[src/rtl/tmpg_fifo.sv]
// Small flip-flop FIFO with occupancy count (power-of-two depth).
// Used as the front/back queue and the result queue. No dependencies.
`default_nettype none

module tmpg_fifo #(
  parameter int WIDTH = 8,
  parameter int DEPTH = 4
) (
  input  wire logic                       clk,
  input  wire logic                       rst_n,
  input  wire logic                       push,
  input  wire logic [WIDTH-1:0]           push_data,
  input  wire logic                       pop,
  output logic                            valid,
  output logic      [WIDTH-1:0]           pop_data,
  output logic      [$clog2(DEPTH+1)-1:0] count
);

  localparam int PW = $clog2(DEPTH);
  localparam int CW = $clog2(DEPTH + 1);

  logic [WIDTH-1:0] mem_r [DEPTH];
  logic [PW-1:0]    wr_ptr_r, wr_ptr_nxt;
  logic [PW-1:0]    rd_ptr_r, rd_ptr_nxt;
  logic [CW-1:0]    count_r, count_nxt;
  logic             do_pop;

  assign do_pop = pop && (count_r != '0);

  always_comb begin
    wr_ptr_nxt = wr_ptr_r + PW'(push);
    rd_ptr_nxt = rd_ptr_r + PW'(do_pop);
    count_nxt  = count_r + CW'(push) - CW'(do_pop);
  end

  always_ff @(posedge clk) begin
    if (!rst_n) begin
      wr_ptr_r <= '0;
      rd_ptr_r <= '0;
      count_r  <= '0;
    end else begin
      wr_ptr_r <= wr_ptr_nxt;
      rd_ptr_r <= rd_ptr_nxt;
      count_r  <= count_nxt;
    end
  end

  always_ff @(posedge clk) begin
    if (push) begin
      mem_r[wr_ptr_r] <= push_data;
    end
  end

  assign valid    = (count_r != '0);
  assign pop_data = mem_r[rd_ptr_r];
  assign count    = count_r;

endmodule

`default_nettype wire

[config.mk]
export PLATFORM = sky130hd
export DESIGN_NAME = tmpg_fifo
export DESIGN_NICKNAME = d
export VERILOG_FILES = /design/src/rtl/tmpg_fifo.sv
export SDC_FILE = /design/constraint.sdc
export NUM_CORES = 1
export LEC_CHECK = 0
export BUFFER_PORTS_ARGS = -buffer_cell sky130_fd_sc_hd__buf_4
export CORE_MARGIN = 2
export CORE_UTILIZATION = 49
export DETAILED_ROUTE_END_ITERATION = 8
export HOLD_SLACK_MARGIN = 0.02
export PLACE_DENSITY_LB_ADDON = 0.05
export SLEW_MARGIN = 10
export SYNTH_ARGS = -nofsm -noshare
export SYNTH_HDL_FRONTEND = slang
export SYNTH_SLANG_ARGS = --single-unit
[constraint.sdc]
create_clock -name clk -period 1.6 [get_ports clk]
set_input_delay 0.16 -clock clk [delete_from_list [all_inputs] [get_ports clk]]
set_output_delay 0.16 -clock clk [all_outputs]
set_load 0.02 [all_outputs]
==> summary by stage <==
Power and ir drop
The leakage power is 0.000751 uW. The design draws 2650 uW. The largest voltage drop on the vdd net is 0.763 mV. In this run the power density over the cells is approximately 1300 mW/mm2.

Floorplan
The die outline height is 59.7 um. After floorplanning, the core was divided into 20 placement rows. The floorplan step defined a die boundary enclosing 0.00356 mm2. The width of the chip is 59.7 um. The top-level port count is 24. In this run the standard cell core region covers ~0.0030 mm2. The effective utilization at floorplan is 50.6%.

Clock network
The CTS clock-pin slew for the worst setup and hold paths is roughly 110 ps. Counting along the longest clock path gives a buffer depth of 2. The clock tree from TritonCTS is done.

The clock net in this run drives a total of 39 sinks. The H-tree was split into 2 levels. In this run the clock root is driven by a clkbuf_4.

The CTS buffer count is 5. The clock network latency to the later pin of the worst-skew pair is 350 ps.

STA
The max-slew violation total from the final report came to 0. The upper clock frequency limit is ~590 MHz. The smallest setup slack after layout is -83.8 ps. The transition time at the pin with the least slew margin is approximately 420 ps.

The final cycle utilization of the critical path is 105%. Across the routed clock network, the largest skew measured is 8.01 ps. The hold violation total from the final report is 0. Setup repair after global routing could not meet its margin everywhere. The headroom to the max-slew limit is 72.3%. The count of endpoints failing setup in the final report is 8. The final setup TNS is -515 ps. After layout, the minimum clock period comes to about 1700 ps.

Routing
For this run, design rule violations remaining after detail routing come to 0. The routed wire length per instance is 15.4 um. The detail route stage leaves a number of antenna-violating nets equal to 0. The DRC marker count from the first detailed-route iteration is 15. The final route contains 805 vias. The via-per-instance ratio is 5.13.

The iteration count of the initial detailed-routing pass is 4. Summed over all layers, the routed wires come to 2.42 mm.

Min path
The worst hold path cell count is 2. The path with the worst hold slack has its endpoint at wr_ptr_r[1]. In this run the most critical hold path is launched from rst_n. The path class of the tightest hold or removal check is input port to flip-flop.

GRT
The number of antenna violations at the first check in global routing is 0. After global routing the overflow that remains totals 0. The maximum number of pins on one net before global-route repair is 13. The via count of the first global-routing pass is 802. For this run, the total global-route usage over all layers was measured as 16.1%. The first global-routing pass estimated 3.84 mm of wire.

Placed design
The worst setup slack before clock tree synthesis is -14.4 ps. Summing all placed instances gives a cell area of 0.00178 mm2. The count of buffers inserted at the top-level ports is 23. The final weighted congestion of routability-driven global placement is 0.662.

After detailed placement, the design holds a cell count of approximately 140.

Finish
The area growth from synthesis to layout is 31.2%. The number of antenna repair diodes is 0. Registers take 0.00111 mm2. The number of fill cells is 223. For this run, the post-layout net count is around 140.

The share of cells above drive strength 1 is 45.2%. The finished cells cover 0.00199 mm2. The finished layout holds 157 standard cells, fillers aside. The multi-input gate area in the final layout is ~410 um2.

Synthesis
The synthesized area divided by synthesized cell count is 20.0 um2. The post-synthesis sequential element count is 39. The portion of the post-synthesis area used by sequential elements is between 70% and 80%. The cell count after synthesis came out at 76.

The post-synthesis net count is slightly above 90. The number of warnings printed during yosys synthesis is 0. The number of different library cells used by synthesis comes to 22. The mapped netlist covers 0.00152 mm2.

Critical path
STA puts the critical path data arrival time at 1520 ps. In this design, the stage delay of the slowest critical-path cell is 520 ps. The slowest stage of the critical path is the mux4_2 cell.

The most repeated library cell on the critical path is buf_6. The worst endpoint required time is 1440 ps. The logic depth of the worst register-to-register path is 6. The kind of start point of the critical path is a flip-flop.

The reg-to-reg setup timing slack is roughly 20 ps. The category of the critical setup timing path is flip-flop to output pin. The critical register-to-register path endpoint is count[1]. The category of the worst setup path capture point is an output pin. The maximum fanout encountered on the critical timing path is 5. The startpoint identified for the worst register-to-register timing path is count[2]. The signal on the critical path passes through buf_6 -> mux4_2 -> buf_6.

Outcome
The final reports fail on setup timing. The run finished, with violations left.

Run
The number of violations of the max-capacitance limit is 0.
## registers in the layout (all words and copies together), names as in the netlist
name      cells
rd_ptr_r      2
count         3
mem_r        32
wr_ptr_r      2
## worst max-delay path by stage
stage	startpoint	end
after floorplan	count[0]	count[1]
after global placement	count[0]	count[1]
after detailed placement	count[0]	count[1]
after CTS	rd_ptr_r[0]	pop_data[2]
after global routing	rd_ptr_r[0]	pop_data[4]
final	rd_ptr_r[0]	pop_data[4]
## timing repair
action | in CTS | in global routing
endpoints found under the setup margin | 10 | 10
cloned | 1 | 0
hold buffers | 8 | 0
endpoints found under the hold margin | 32 | 0
setup buffers | 1 | 1
resized for setup | 9 | 9
pin swaps | 0 | 2
## layer usage
layer	track usage, %	part of all wire (%)	vias up
li1	-	-	395
met1	20.9	43	387
met2	23.8	51	18
met3	4.55	3.6	5
met4	10.5	1.9	0
met5	0	0	-
## report_power, final
part	switching, uW	internal (uW)
Combinational	402	522
Sequential	54.8	1200
Clock	310	161
## kinds of logic (layout without fill, tap and decap cells)
kind of cell / Yosys count / in the layout / share of synthesized area, %
xor+xnor: 2 / 2 / 2.06
compound gates: 2 / 2 / 1.40
mux: 11 / 11 / 13.8
flops: 39 / 39 / 72.4
fa+ha+maj: 3 / 3 / 2.96
simple gates: 16 / 16 / 6.01
buf+inv: 3 / 51 / 1.32
## final cells by class
| class | instances | share of cell area (%) |
|---|---|---|
| flip-flops and latches | 39 | 55.7 |
| multi-input cells | 34 | 20.7 |
| repair buffers | 42 | 18.7 |
| well taps | 33 | 2.07 |
| clock buffers | 5 | 1.88 |
| clock inverters | 3 | 0.753 |
| inverters | 1 | 0.188 |
## through the flow
step,utilization [%],hold slack [ps]
after floorplan,-,259
after global placement,59.3,360
after detailed placement,59.3,366
after CTS,65.3,72.4
after global routing,66.4,102
final,66.4,82.8
## cells in the mapped netlist (all sizes together)
cell | n | share of area [%]
and3b | 1 | 0.58
o31ai | 1 | 0.82
nand2 | 3 | 0.74
o311ai | 1 | 0.58
nor2 | 2 | 0.49
inv | 1 | 0.25
buf | 2 | 1.1
nand2b | 2 | 0.82
xnor3 | 1 | 1.5
nor2b | 2 | 0.82
or3 | 1 | 0.41
mux4 | 8 | 12
fa | 1 | 1.3
and3 | 1 | 0.41
and2 | 3 | 1.2
xor2 | 1 | 0.58
nor3b | 1 | 0.49
ha | 2 | 1.6
edfxtp | 32 | 63
dfxtp | 7 | 9.2
mux2i | 3 | 2.0
## worst max-delay path, delay by kind of cell (launching register included)
kind	cells	cell delay, ps
buffers and inverters	2	290
DFF	1	370
muxes	1	520
## cells in the final DEF (no fill, tap or decap), types with 3 or more instances in the layout
cell type      Yosys  layout
edfxtp_1          32      32
buf_4              0      24
buf_6              1      10
mux4_2             8       8
dlygate4sd3_1      0       8
clkbuf_4           0       5
mux2i_1            3       3
nand2_1            3       3
and2_1             3       3
dfxtp_1            7       3
Note: power is estimated with default switching activity, not from simulation.
