$ cat config.mk
export PLATFORM = sky130hd
export DESIGN_NAME = tmpg_front
export DESIGN_NICKNAME = d
export VERILOG_FILES = /design/src/rtl/tmpg_pkg.sv /design/src/rtl/tmpg_front.sv
export SDC_FILE = /design/constraint.sdc
export NUM_CORES = 1
export LEC_CHECK = 0
export ABC_AREA = 1
export BUFFER_PORTS_ARGS = -buffer_cell sky130_fd_sc_hd__buf_2
export CORE_AREA = 3 3 128 130
export CTS_CLUSTER_SIZE = 16
export DETAILED_ROUTE_END_ITERATION = 16
export DIE_AREA = 0 0 131 133
export GPL_TIMING_DRIVEN = 0
export PLACE_DENSITY = 0.5
export SETUP_SLACK_MARGIN = 0.05
export SLEW_MARGIN = 20
export SYNTH_ARGS = -nofsm -noshare
export SYNTH_HDL_FRONTEND = slang
export SYNTH_SLANG_ARGS = --single-unit
$ cat constraint.sdc
create_clock -name clk -period 6.4 [get_ports clk]
set_input_delay 0.32 -clock clk [delete_from_list [all_inputs] [get_ports clk]]
set_output_delay 0.32 -clock clk [all_outputs]
set_load 0.05 [all_outputs]
$ cat src/rtl/tmpg_pkg.sv
// Shared types and constants for the text-mode pixel generator.
// Used by tmpg_front, tmpg_back and the top module. Depends on nothing.
`default_nettype none

package tmpg_pkg;

  // Default geometry, handed down as top-level parameters
  localparam int LINE_STRIDE      = 100;
  localparam int SCREEN_COLUMNS   = 96;
  localparam int SCREEN_ROWS      = 71;
  localparam int TEXT_STORE_DEPTH = 8192;

  // Fixed store sizes
  localparam int FONT_DEPTH    = 2048;
  localparam int FONT_AW       = $clog2(FONT_DEPTH);
  localparam int PALETTE_DEPTH = 32;
  localparam int PALETTE_AW    = $clog2(PALETTE_DEPTH);
  // Text offset width that covers the largest allowed text store
  localparam int TEXT_AW_MAX   = 14;

  // Queue between front and back, and result queue
  localparam int QUEUE_DEPTH = 4;
  localparam int QCNT_W      = $clog2(QUEUE_DEPTH + 1);
  localparam int OUT_DEPTH   = 8;
  localparam int OCNT_W      = $clog2(OUT_DEPTH + 1);

  localparam int COLOUR_W = 12;

  typedef enum logic [2:0] {
    CMD_PIXEL      = 3'd0,
    CMD_WR_CHAR    = 3'd1,
    CMD_WR_ATTR    = 3'd2,
    CMD_WR_FONT    = 3'd3,
    CMD_WR_PALETTE = 3'd4,
    CMD_FRAME      = 3'd5
  } cmd_t;

  typedef enum logic [2:0] {
    REG_CURSOR_ENABLE    = 3'd0,
    REG_CURSOR_ROW       = 3'd1,
    REG_CURSOR_COLUMN    = 3'd2,
    REG_CURSOR_GLYPH     = 3'd3,
    REG_CURSOR_ATTRIBUTE = 3'd4
  } reg_t;

  typedef struct packed {
    logic        cursor_enable;
    logic [15:0] cursor_row;
    logic [15:0] cursor_column;
    logic [7:0]  cursor_glyph;
    logic [7:0]  cursor_attribute;
  } cfg_t;

  // One classified transaction on its way from front to back
  typedef struct packed {
    cmd_t                    op;
    logic [TEXT_AW_MAX-1:0]  addr;
    logic [COLOUR_W-1:0]     wdata;
    logic [2:0]              line;
    logic [2:0]              bitsel;
    logic                    outside;
    logic                    cursor;
  } q_entry_t;

  localparam int Q_ENTRY_W = $bits(q_entry_t);

endpackage

`default_nettype wire

$ cat src/rtl/tmpg_front.sv
// Front end: accepts input transactions, tracks the blink counter, classifies
// commands and computes the text cell offset. Depends on tmpg_pkg.
`default_nettype none

module tmpg_front #(
  parameter int LINE_STRIDE      = tmpg_pkg::LINE_STRIDE,
  parameter int SCREEN_COLUMNS   = tmpg_pkg::SCREEN_COLUMNS,
  parameter int SCREEN_ROWS      = tmpg_pkg::SCREEN_ROWS,
  parameter int TEXT_STORE_DEPTH = tmpg_pkg::TEXT_STORE_DEPTH
) (
  input  wire logic                            clk,
  input  wire logic                            rst_n,
  input  wire logic                            in_valid,
  output logic                                 in_ready,
  input  wire logic [2:0]                      in_command,
  input  wire logic [12:0]                     in_address,
  input  wire logic [31:0]                     in_write_data,
  input  wire logic [9:0]                      in_pixel_x,
  input  wire logic [9:0]                      in_pixel_y,
  input  wire tmpg_pkg::cfg_t                  cfg,
  input  wire logic [tmpg_pkg::QCNT_W-1:0]     q_count,
  output logic                                 q_push,
  output tmpg_pkg::q_entry_t                   q_entry
);

  localparam int OFFS_W = 16;
  localparam int QSUM_W = tmpg_pkg::QCNT_W + 1;

  typedef struct packed {
    tmpg_pkg::cmd_t                    op;
    logic                              keep;
    logic [tmpg_pkg::TEXT_AW_MAX-1:0]  addr;
    logic [tmpg_pkg::COLOUR_W-1:0]     wdata;
    logic [OFFS_W-1:0]                 raw;
    logic [2:0]                        line;
    logic [2:0]                        bitsel;
    logic                              outside;
    logic                              cursor;
  } f1_t;

  f1_t               f1_r, f1_nxt;
  logic              f1_v_r, f1_v_nxt;
  logic [2:0]        blink_r, blink_nxt;

  tmpg_pkg::cmd_t    cmd;
  logic              accept;
  logic [6:0]        column;
  logic [6:0]        row;
  logic [OFFS_W-1:0] addr_ext;
  logic [OFFS_W-1:0] red1;
  logic [OFFS_W-1:0] red2;

  assign cmd      = tmpg_pkg::cmd_t'(in_command);
  assign column   = in_pixel_x[9:3];
  assign row      = in_pixel_y[9:3];
  assign addr_ext = OFFS_W'(in_address);
  assign in_ready = (QSUM_W'(q_count) + QSUM_W'(f1_v_r)) < QSUM_W'(tmpg_pkg::QUEUE_DEPTH);
  assign accept   = in_valid && in_ready;

  always_comb begin
    f1_nxt.op      = cmd;
    f1_nxt.addr    = tmpg_pkg::TEXT_AW_MAX'(in_address);
    f1_nxt.wdata   = {4'b0000, in_write_data[7:0]};
    f1_nxt.raw     = OFFS_W'(column) + OFFS_W'(row) * OFFS_W'(LINE_STRIDE);
    f1_nxt.line    = in_pixel_y[2:0];
    f1_nxt.bitsel  = in_pixel_x[2:0];
    f1_nxt.outside = ({1'b0, column} >= 8'(SCREEN_COLUMNS)) ||
                     ({1'b0, row} >= 8'(SCREEN_ROWS));
    f1_nxt.cursor  = cfg.cursor_enable && !blink_r[2] &&
                     (16'(column) == cfg.cursor_column) &&
                     (16'(row) == cfg.cursor_row);
    case (cmd)
      tmpg_pkg::CMD_PIXEL:   f1_nxt.keep = 1'b1;
      tmpg_pkg::CMD_WR_CHAR,
      tmpg_pkg::CMD_WR_ATTR: f1_nxt.keep = addr_ext < OFFS_W'(TEXT_STORE_DEPTH);
      tmpg_pkg::CMD_WR_FONT: f1_nxt.keep = addr_ext < OFFS_W'(tmpg_pkg::FONT_DEPTH);
      tmpg_pkg::CMD_WR_PALETTE: begin
        f1_nxt.keep  = addr_ext < OFFS_W'(tmpg_pkg::PALETTE_DEPTH);
        // keep the upper nibbles of bytes 1..3 as red, green, blue
        f1_nxt.wdata = {in_write_data[15:12], in_write_data[23:20], in_write_data[31:28]};
      end
      default:               f1_nxt.keep = 1'b0;
    endcase
    f1_v_nxt  = accept;
    blink_nxt = blink_r + 3'((accept && (cmd == tmpg_pkg::CMD_FRAME)) ? 1 : 0);
  end

  always_ff @(posedge clk) begin
    if (!rst_n) begin
      f1_v_r  <= 1'b0;
      blink_r <= '0;
    end else begin
      f1_v_r  <= f1_v_nxt;
      blink_r <= blink_nxt;
    end
  end

  always_ff @(posedge clk) begin
    if (accept) begin
      f1_r <= f1_nxt;
    end
  end

  // Wrap the cell offset into the text store (at most two wraps in range)
  always_comb begin
    red1 = (f1_r.raw >= OFFS_W'(2 * TEXT_STORE_DEPTH)) ?
           f1_r.raw - OFFS_W'(2 * TEXT_STORE_DEPTH) : f1_r.raw;
    red2 = (red1 >= OFFS_W'(TEXT_STORE_DEPTH)) ? red1 - OFFS_W'(TEXT_STORE_DEPTH) : red1;
  end

  always_comb begin
    q_push          = f1_v_r && f1_r.keep;
    q_entry.op      = f1_r.op;
    q_entry.wdata   = f1_r.wdata;
    q_entry.line    = f1_r.line;
    q_entry.bitsel  = f1_r.bitsel;
    q_entry.outside = f1_r.outside;
    q_entry.cursor  = f1_r.cursor;
    if (f1_r.op == tmpg_pkg::CMD_PIXEL) begin
      q_entry.addr = f1_r.outside ? '0 : red2[tmpg_pkg::TEXT_AW_MAX-1:0];
    end else begin
      q_entry.addr = f1_r.addr;
    end
  end

endmodule

`default_nettype wire

==> out/metrics.cfg, run 1 <==
[critical_path]
crit_chain=buf_2, inv_1, ha_1, inv_1, ha_1, fa_1, ha_1, xnor2_1, nand2_1, nor2_1, nand3_1, nand2_1, nand2_1
crit_arrival_ns=2.87
critPathMaxFanout=6
cp-end-kind=register
critPathBufInv=3
crit_family=adder cells
max_stage_delay_ns=0.46
cp-start-kind=input port
crit_required_ns=6.45
crit_type=input port to register
slowest_stage=fa_1

[routing]
num_vias=2849
viasPerCell=4.04
firstDrtPassIters=5
detail_route.wl_per_cell_um=12.2
wl_um=8600
post-route-drc-count=0
drt_iter0_markers=80
ant_nets=0

[timing]
final_max_slew_viol_count=0
fin_crit_ns=2.82
fin_crit_sh_pct=44.1
setup_viol=0
fin_setup_tns_ns=0
rsz0062_at_grt=false
worstMarginPinSlew_ns=0.541
fmax_mhz=354
slew_headroom_pct=63.7
finalHoldViolCount=0
setup_slack_ns=3.58
fin_worst_skew_ns=0.00158

[die]
coreArea_um2=15300
rows=45
start_util_pct=23.0
fp.dieW_um=131
die_h_um=133
die-area_um2=17400
ios=162

[layout]
final_common_cell=buf_2
diodes=0
regArea_um2=1580
nNetsFinal=657
multi_input_area_um2=1490
fillers=1597
area_delta_synth_final_pct=31.1
mostFrequentLayoutCells=buf_2, inv_1, edfxtp_1, nand2_1, ha_1
final_layout_size_suffix_gt1_share_pct=37.0
fin_cells=705

[place]
dpl.cell_count=697
dpl.hpwl_um=7200
gp_congestion=0.799
io_buffers=132
dpl_worst_slack_ns=3.28

[logic_synthesis]
yosysTopAreaCellShare_pct=42.8
synth_area_um2=3510
synth_area_per_cell_um2=9.95
ys_ff_latch=54
yosysSeqAreaShare_pct=45.0
synthTopCellsByArea=edfxtp_1, ha_1, inv_1, buf_4, nand2_1
ys_warn_count=0
ys_types=33
postSynthCellCount=353
yosysTopAreaCell=edfxtp_1
synth_fp_nets=517

[global_route]
grt_pass1_vias=2774
grt_pass1_wl_um=13100
antenna_found_initial=0
grtUsageTotal_pct=9.39
gr-total-overflow=0
grt_max_degree=34

[power]
p_comb_share_pct=29.2
ir_drop_mv=0.0874
power.switching_uw=296
power.density_nw_per_um2=212
p_clk_share_pct=27.6
seqPwrFrac_pct=43.2
p_leak_uw=0.00229
switching_share_pct=30.2
p_int_uw=682

[clock_network]
tritoncts=done
post_cts_resized=0
cts-root-buf=clkbuf_16
cts.reportedPaths.clkPinSlew_ns=0.06
clockBufferDepth=2
clock_sinks=54
cts_inserted_buffers=5
clk_latency_ns=0.29
post_cts_buffers=0
hold_buffers=0
cts_htree_levels=2

[hold_path]
min_path_type=input port to register

[status]
status=finished, final reports clean

[run]
cap_violations=0

==> metrics by stage <==
stage | util, % | power (µW) | cell area (µm²) | hold WS [ns]
final | 30.2 | 977 | 4600 | 0.205
after floorplan | - | 630 | 3510 | 0.413
after CTS | 30.2 | 994 | 4600 | 0.192
after global placement | 29.1 | 711 | 4440 | 0.498
after detailed placement | 29.2 | 717 | 4460 | 0.499
after global routing | 30.2 | 1040 | 4600 | 0.191
==> cells by family after synthesis <==
group	Yosys count	share of synthesized area (%)
AOI/OAI and AO/OA	25	4.06
muxes	8	3.21
other	1	0.107
DFF	54	45.0
and+or+nand+nor	115	15.2
buffers and inverters	90	12.4
xor gates and xnor gates	19	4.74
adders and majority gates	41	15.2
==> power groups by stage <==
| stage | Clock [µW] | Combinational, µW | Sequential [µW] |
|---|---|---|---|
| floorplan | 0 | 202 | 429 |
| global placement | 0 | 280 | 431 |
| detailed placement | 0 | 287 | 430 |
| CTS | 282 | 289 | 422 |
| global route | 295 | 324 | 424 |
| finish | 269 | 286 | 422 |
==> worst paths after layout <==
path                          from                    end  slack (ns)  depth (start not counted)
min                  in_address[0]     f1_r[36]$_DFFE_PP_        0.21                          1
min reg2reg  blink_r[2]$_SDFF_PN0_  blink_r[2]$_SDFF_PN0_        0.53                          2
max reg2reg      f1_v_r$_SDFF_PN0_     f1_r[13]$_DFFE_PP_        4.74                          5
max                  in_pixel_y[6]     f1_r[20]$_DFFE_PP_        3.58                         13
==> metal layers <==
metal / vias up / wire, µm / track usage [%]
met2: 111 / 4080 / 16.4
met5: - / 0 / 0
li1: 1431 / - / -
met3: 13 / 593 / 2.02
met4: 0 / 123 / 3.03
met1: 1294 / 3800 / 11.3
==> cell usage after synthesis (all sizes together) <==
| cell type | count |
|---|---|
| inv | 62 |
| or2 | 5 |
| dfxtp | 4 |
| a22o | 1 |
| o21ai | 14 |
| nand2 | 45 |
| a221oi | 1 |
| mux2 | 8 |
| nor3 | 5 |
| edfxtp | 50 |
| xor2 | 9 |
| nor4 | 6 |
| a21oi | 5 |
| nand3 | 28 |
| xnor2 | 10 |
| a31o | 1 |
| a311oi | 1 |
| o22ai | 1 |
| ha | 38 |
| conb | 1 |
| nor2 | 19 |
| fa | 3 |
| nand4 | 7 |
| clkbuf | 2 |
| a31oi | 1 |
| buf | 26 |
==> cell type report <==
class                   instances  area share (%)
well taps                     211            5.73
clock buffers                   7            3.10
multi-input cells             209            32.4
repair buffers                133            14.8
clock inverters                 1           0.109
flip-flops and latches         54            34.3
inverters                      62            5.05
plain buffers                  28            4.43
==> sequential cells by signal, summed over array words and instances, names as in the netlist <==
register,cells
f1_r,27
f1_v_r,1
q_entry,23
blink_r,3
==> worst reg2reg max path, cell delays in order (launching register included) <==
cell and delay [ns]:
dfxtp_1 0.32, a31o_2 0.24, inv_1 0.06, nand2_1 0.11, inv_2 0.35, buf_12 0.27
No activity file was read; power rests on OpenSTA's default activity.
==> run 2, diff against run 1 <==
--- a/config.mk
+++ b/config.mk
@@ -12,7 +12,7 @@
 export DETAILED_ROUTE_END_ITERATION = 16
 export DIE_AREA = 0 0 131 133
 export GPL_TIMING_DRIVEN = 0
-export PLACE_DENSITY = 0.5
+export PLACE_DENSITY = 0.51
 export SETUP_SLACK_MARGIN = 0.05
 export SLEW_MARGIN = 20
 export SYNTH_ARGS = -nofsm -noshare
==> constraint.sdc (replaced) <==
create_clock -name clk -period 2.3 [get_ports clk]
set_input_delay 0.115 -clock clk [delete_from_list [all_inputs] [get_ports clk]]
set_output_delay 0.115 -clock clk [all_outputs]
set_load 0.05 [all_outputs]
==> out/metrics.cfg, run 2 (synthesis gave the netlist of run 1 again) <==
[power]
power.density_nw_per_um2=619  ; +190%
p_leak_uw=0.00237  ; +3.7%
ir_drop_mv=0.363  ; +320%

[clock_network]
cts_htree_levels=2  ; unchanged
clk_latency_ns=0.29  ; about the same
clockBufferDepth=2  ; unchanged
tritoncts=done
clock_sinks=54  ; unchanged
cts_inserted_buffers=5  ; unchanged
cts.reportedPaths.clkPinSlew_ns=0.07  ; about the same
cts-root-buf=clkbuf_16

[timing]
setup_viol=0  ; unchanged
fmax_mhz=452
fin_crit_ns=2.21
finalHoldViolCount=0  ; unchanged
rsz0062_at_grt=true
fin_crit_sh_pct=96.3
slew_headroom_pct=62.7  ; -1.0 points
final_max_slew_viol_count=0  ; unchanged
fin_worst_skew_ns=0.00471  ; +0.00313 ns
worstMarginPinSlew_ns=0.558  ; +0.0170 ns

[layout]
largest_register_ffs=27  ; unchanged
mostFrequentLayoutCells=buf_2, inv_1, edfxtp_1, nand2_1, buf_4
fin_area_um2=5060  ; +9.9%
area_delta_synth_final_pct=44.1
fin_cells=719  ; +2.0%
diodes=0  ; unchanged
final_common_cell=buf_2
nNetsFinal=671  ; +2.1%
final_layout_size_suffix_gt1_share_pct=43.7  ; +6.7 points
fillers=1563  ; -2.1%
final_core_util_pct=33.2  ; +3.0 points
regMostFlops=f1_r

[die]
start_util_pct=23.0  ; unchanged
coreArea_um2=15300  ; unchanged
die_h_um=133  ; unchanged
rows=45  ; unchanged
ios=162  ; unchanged
die-area_um2=17400  ; unchanged
fp.dieW_um=131  ; unchanged

[critical_path]
critPathMaxFanout=5  ; -1
cp-end-kind=register
crit_arrival_ns=2.26  ; -0.61 ns
crit_required_ns=2.35  ; -4.10 ns
cp-start-kind=input port
crit_type=input port to register

[global_route]
grtUsageTotal_pct=10.1  ; +0.68 points
grt_pass1_vias=2940  ; +6.0%
met2_usage_pct=17.5  ; +1.1 points
gr-total-overflow=0  ; unchanged
grt_use_met1_pct=12.4  ; +1.1 points
grt_pass1_wl_um=14000  ; +7.6%
grt_max_degree=51  ; +50%
top_usage_layer=met2
grtUsageMet3_pct=2.14  ; +0.12 points
antenna_found_initial=0  ; unchanged

[routing]
detail_route.wl_per_cell_um=12.5  ; +2.9%
wl_um=9020  ; +4.9%
num_vias=2840  ; -0.32%
ant_nets=0  ; unchanged
post-route-drc-count=0  ; unchanged
viasPerCell=3.95  ; -2.3%
firstDrtPassIters=4  ; -1
drt_iter0_markers=98  ; +23%

[place]
gp_congestion=0.753  ; -5.7%
dpl.hpwl_um=7250  ; +0.67%
dpl.cell_count=696  ; -0.14%
io_buffers=132  ; unchanged
place_area_um2=4570  ; +2.5%

[run]
cap_violations=0  ; unchanged

[hold_path]
min_path_type=input port to register

[status]
status=finished, final reports clean

[run 2: changes by cell type in the layout (fill, tap and decap cells not counted), moves of 3 or more]
cell / previous run / this run
nand2_2: 0 / 7
ha_4: 0 / 14
nand3_1: 28 / 25
inv_1: 61 / 57
nor2_1: 18 / 15
ha_1: 38 / 24
nand2_1: 45 / 38
buf_2: 133 / 128
dlygate4sd3_1: 0 / 9
buf_4: 24 / 31
nand3_2: 0 / 3
[run 2: stage by stage]
stage | setup slack, ns | total power (µW) | hold WS (ns) | TNS [ns]
after floorplan | -0.0330 | 1830 | 0.208 | -0.0354
after global placement | -0.354 | 2060 | 0.293 | -1.31
after detailed placement | -0.387 | 2070 | 0.297 | -1.41
after CTS | 0.0441 | 3110 | 0.00113 | 0
after global routing | -0.0279 | 3330 | 0.00228 | -0.0411
final | 0.0861 | 3130 | 0.00719 | 0
[run 2: worst paths after layout]
path | from | to | slack, ns | cells after the start
worst max-delay path | in_pixel_y[4] | f1_r[20]$_DFFE_PP_ | 0.09 | 14
worst min register to register | blink_r[2]$_SDFF_PN0_ | blink_r[2]$_SDFF_PN0_ | 0.53 | 2
worst min-delay path | in_address[0] | f1_r[36]$_DFFE_PP_ | 0.007 | 1
worst max register to register | f1_v_r$_SDFF_PN0_ | f1_r[42]$_DFFE_PP_ | 0.57 | 4
[run 2: cell type report]
class                           instances  area, µm²  area share [%]
Buffer                                 28        204            4.03
Multi-Input combinational cell        209       1750            34.6
Timing Repair Buffer                  146        821            16.2
Sequential cell                        54       1580            31.2
Clock buffer                            5        125            2.47
Timing Repair inverter                  1       7.51           0.148
Inverter                               62        244            4.82
Tap cell                              211        264            5.22
Clock inverter                          3       63.8            1.26
[run 2: what timing repair did]
action	4_1_cts	5_1_grt
pin swaps	5	14
endpoints found under the hold margin	7	2
cloned	0	1
resized for setup	12	24
hold buffers	7	2
endpoints found under the setup margin	3	62
setup buffers	2	3
[run 2: where the power goes]
part	switching (µW)	internal [µW]
logic	567	442
clock network	328	620
registers	16.0	1160
[run 2: routing by layer]
layer | up-vias | routed length (µm)
li1 | 1459 | -
met1 | 1273 | 4060
met2 | 100 | 4190
met3 | 8 | 621
met4 | 0 | 151
met5 | - | 0
[run 2: critical path, cell delays in order]
cell	delay (ns)
buf_4	0.15
ha_4	0.25
ha_4	0.27
ha_4	0.20
inv_1	0.08
fa_2	0.48
nor2_4	0.12
nand4_1	0.12
nand2_2	0.11
nand2_2	0.08
nor2_4	0.12
nand3_2	0.07
nand2_1	0.05
nand2_1	0.04
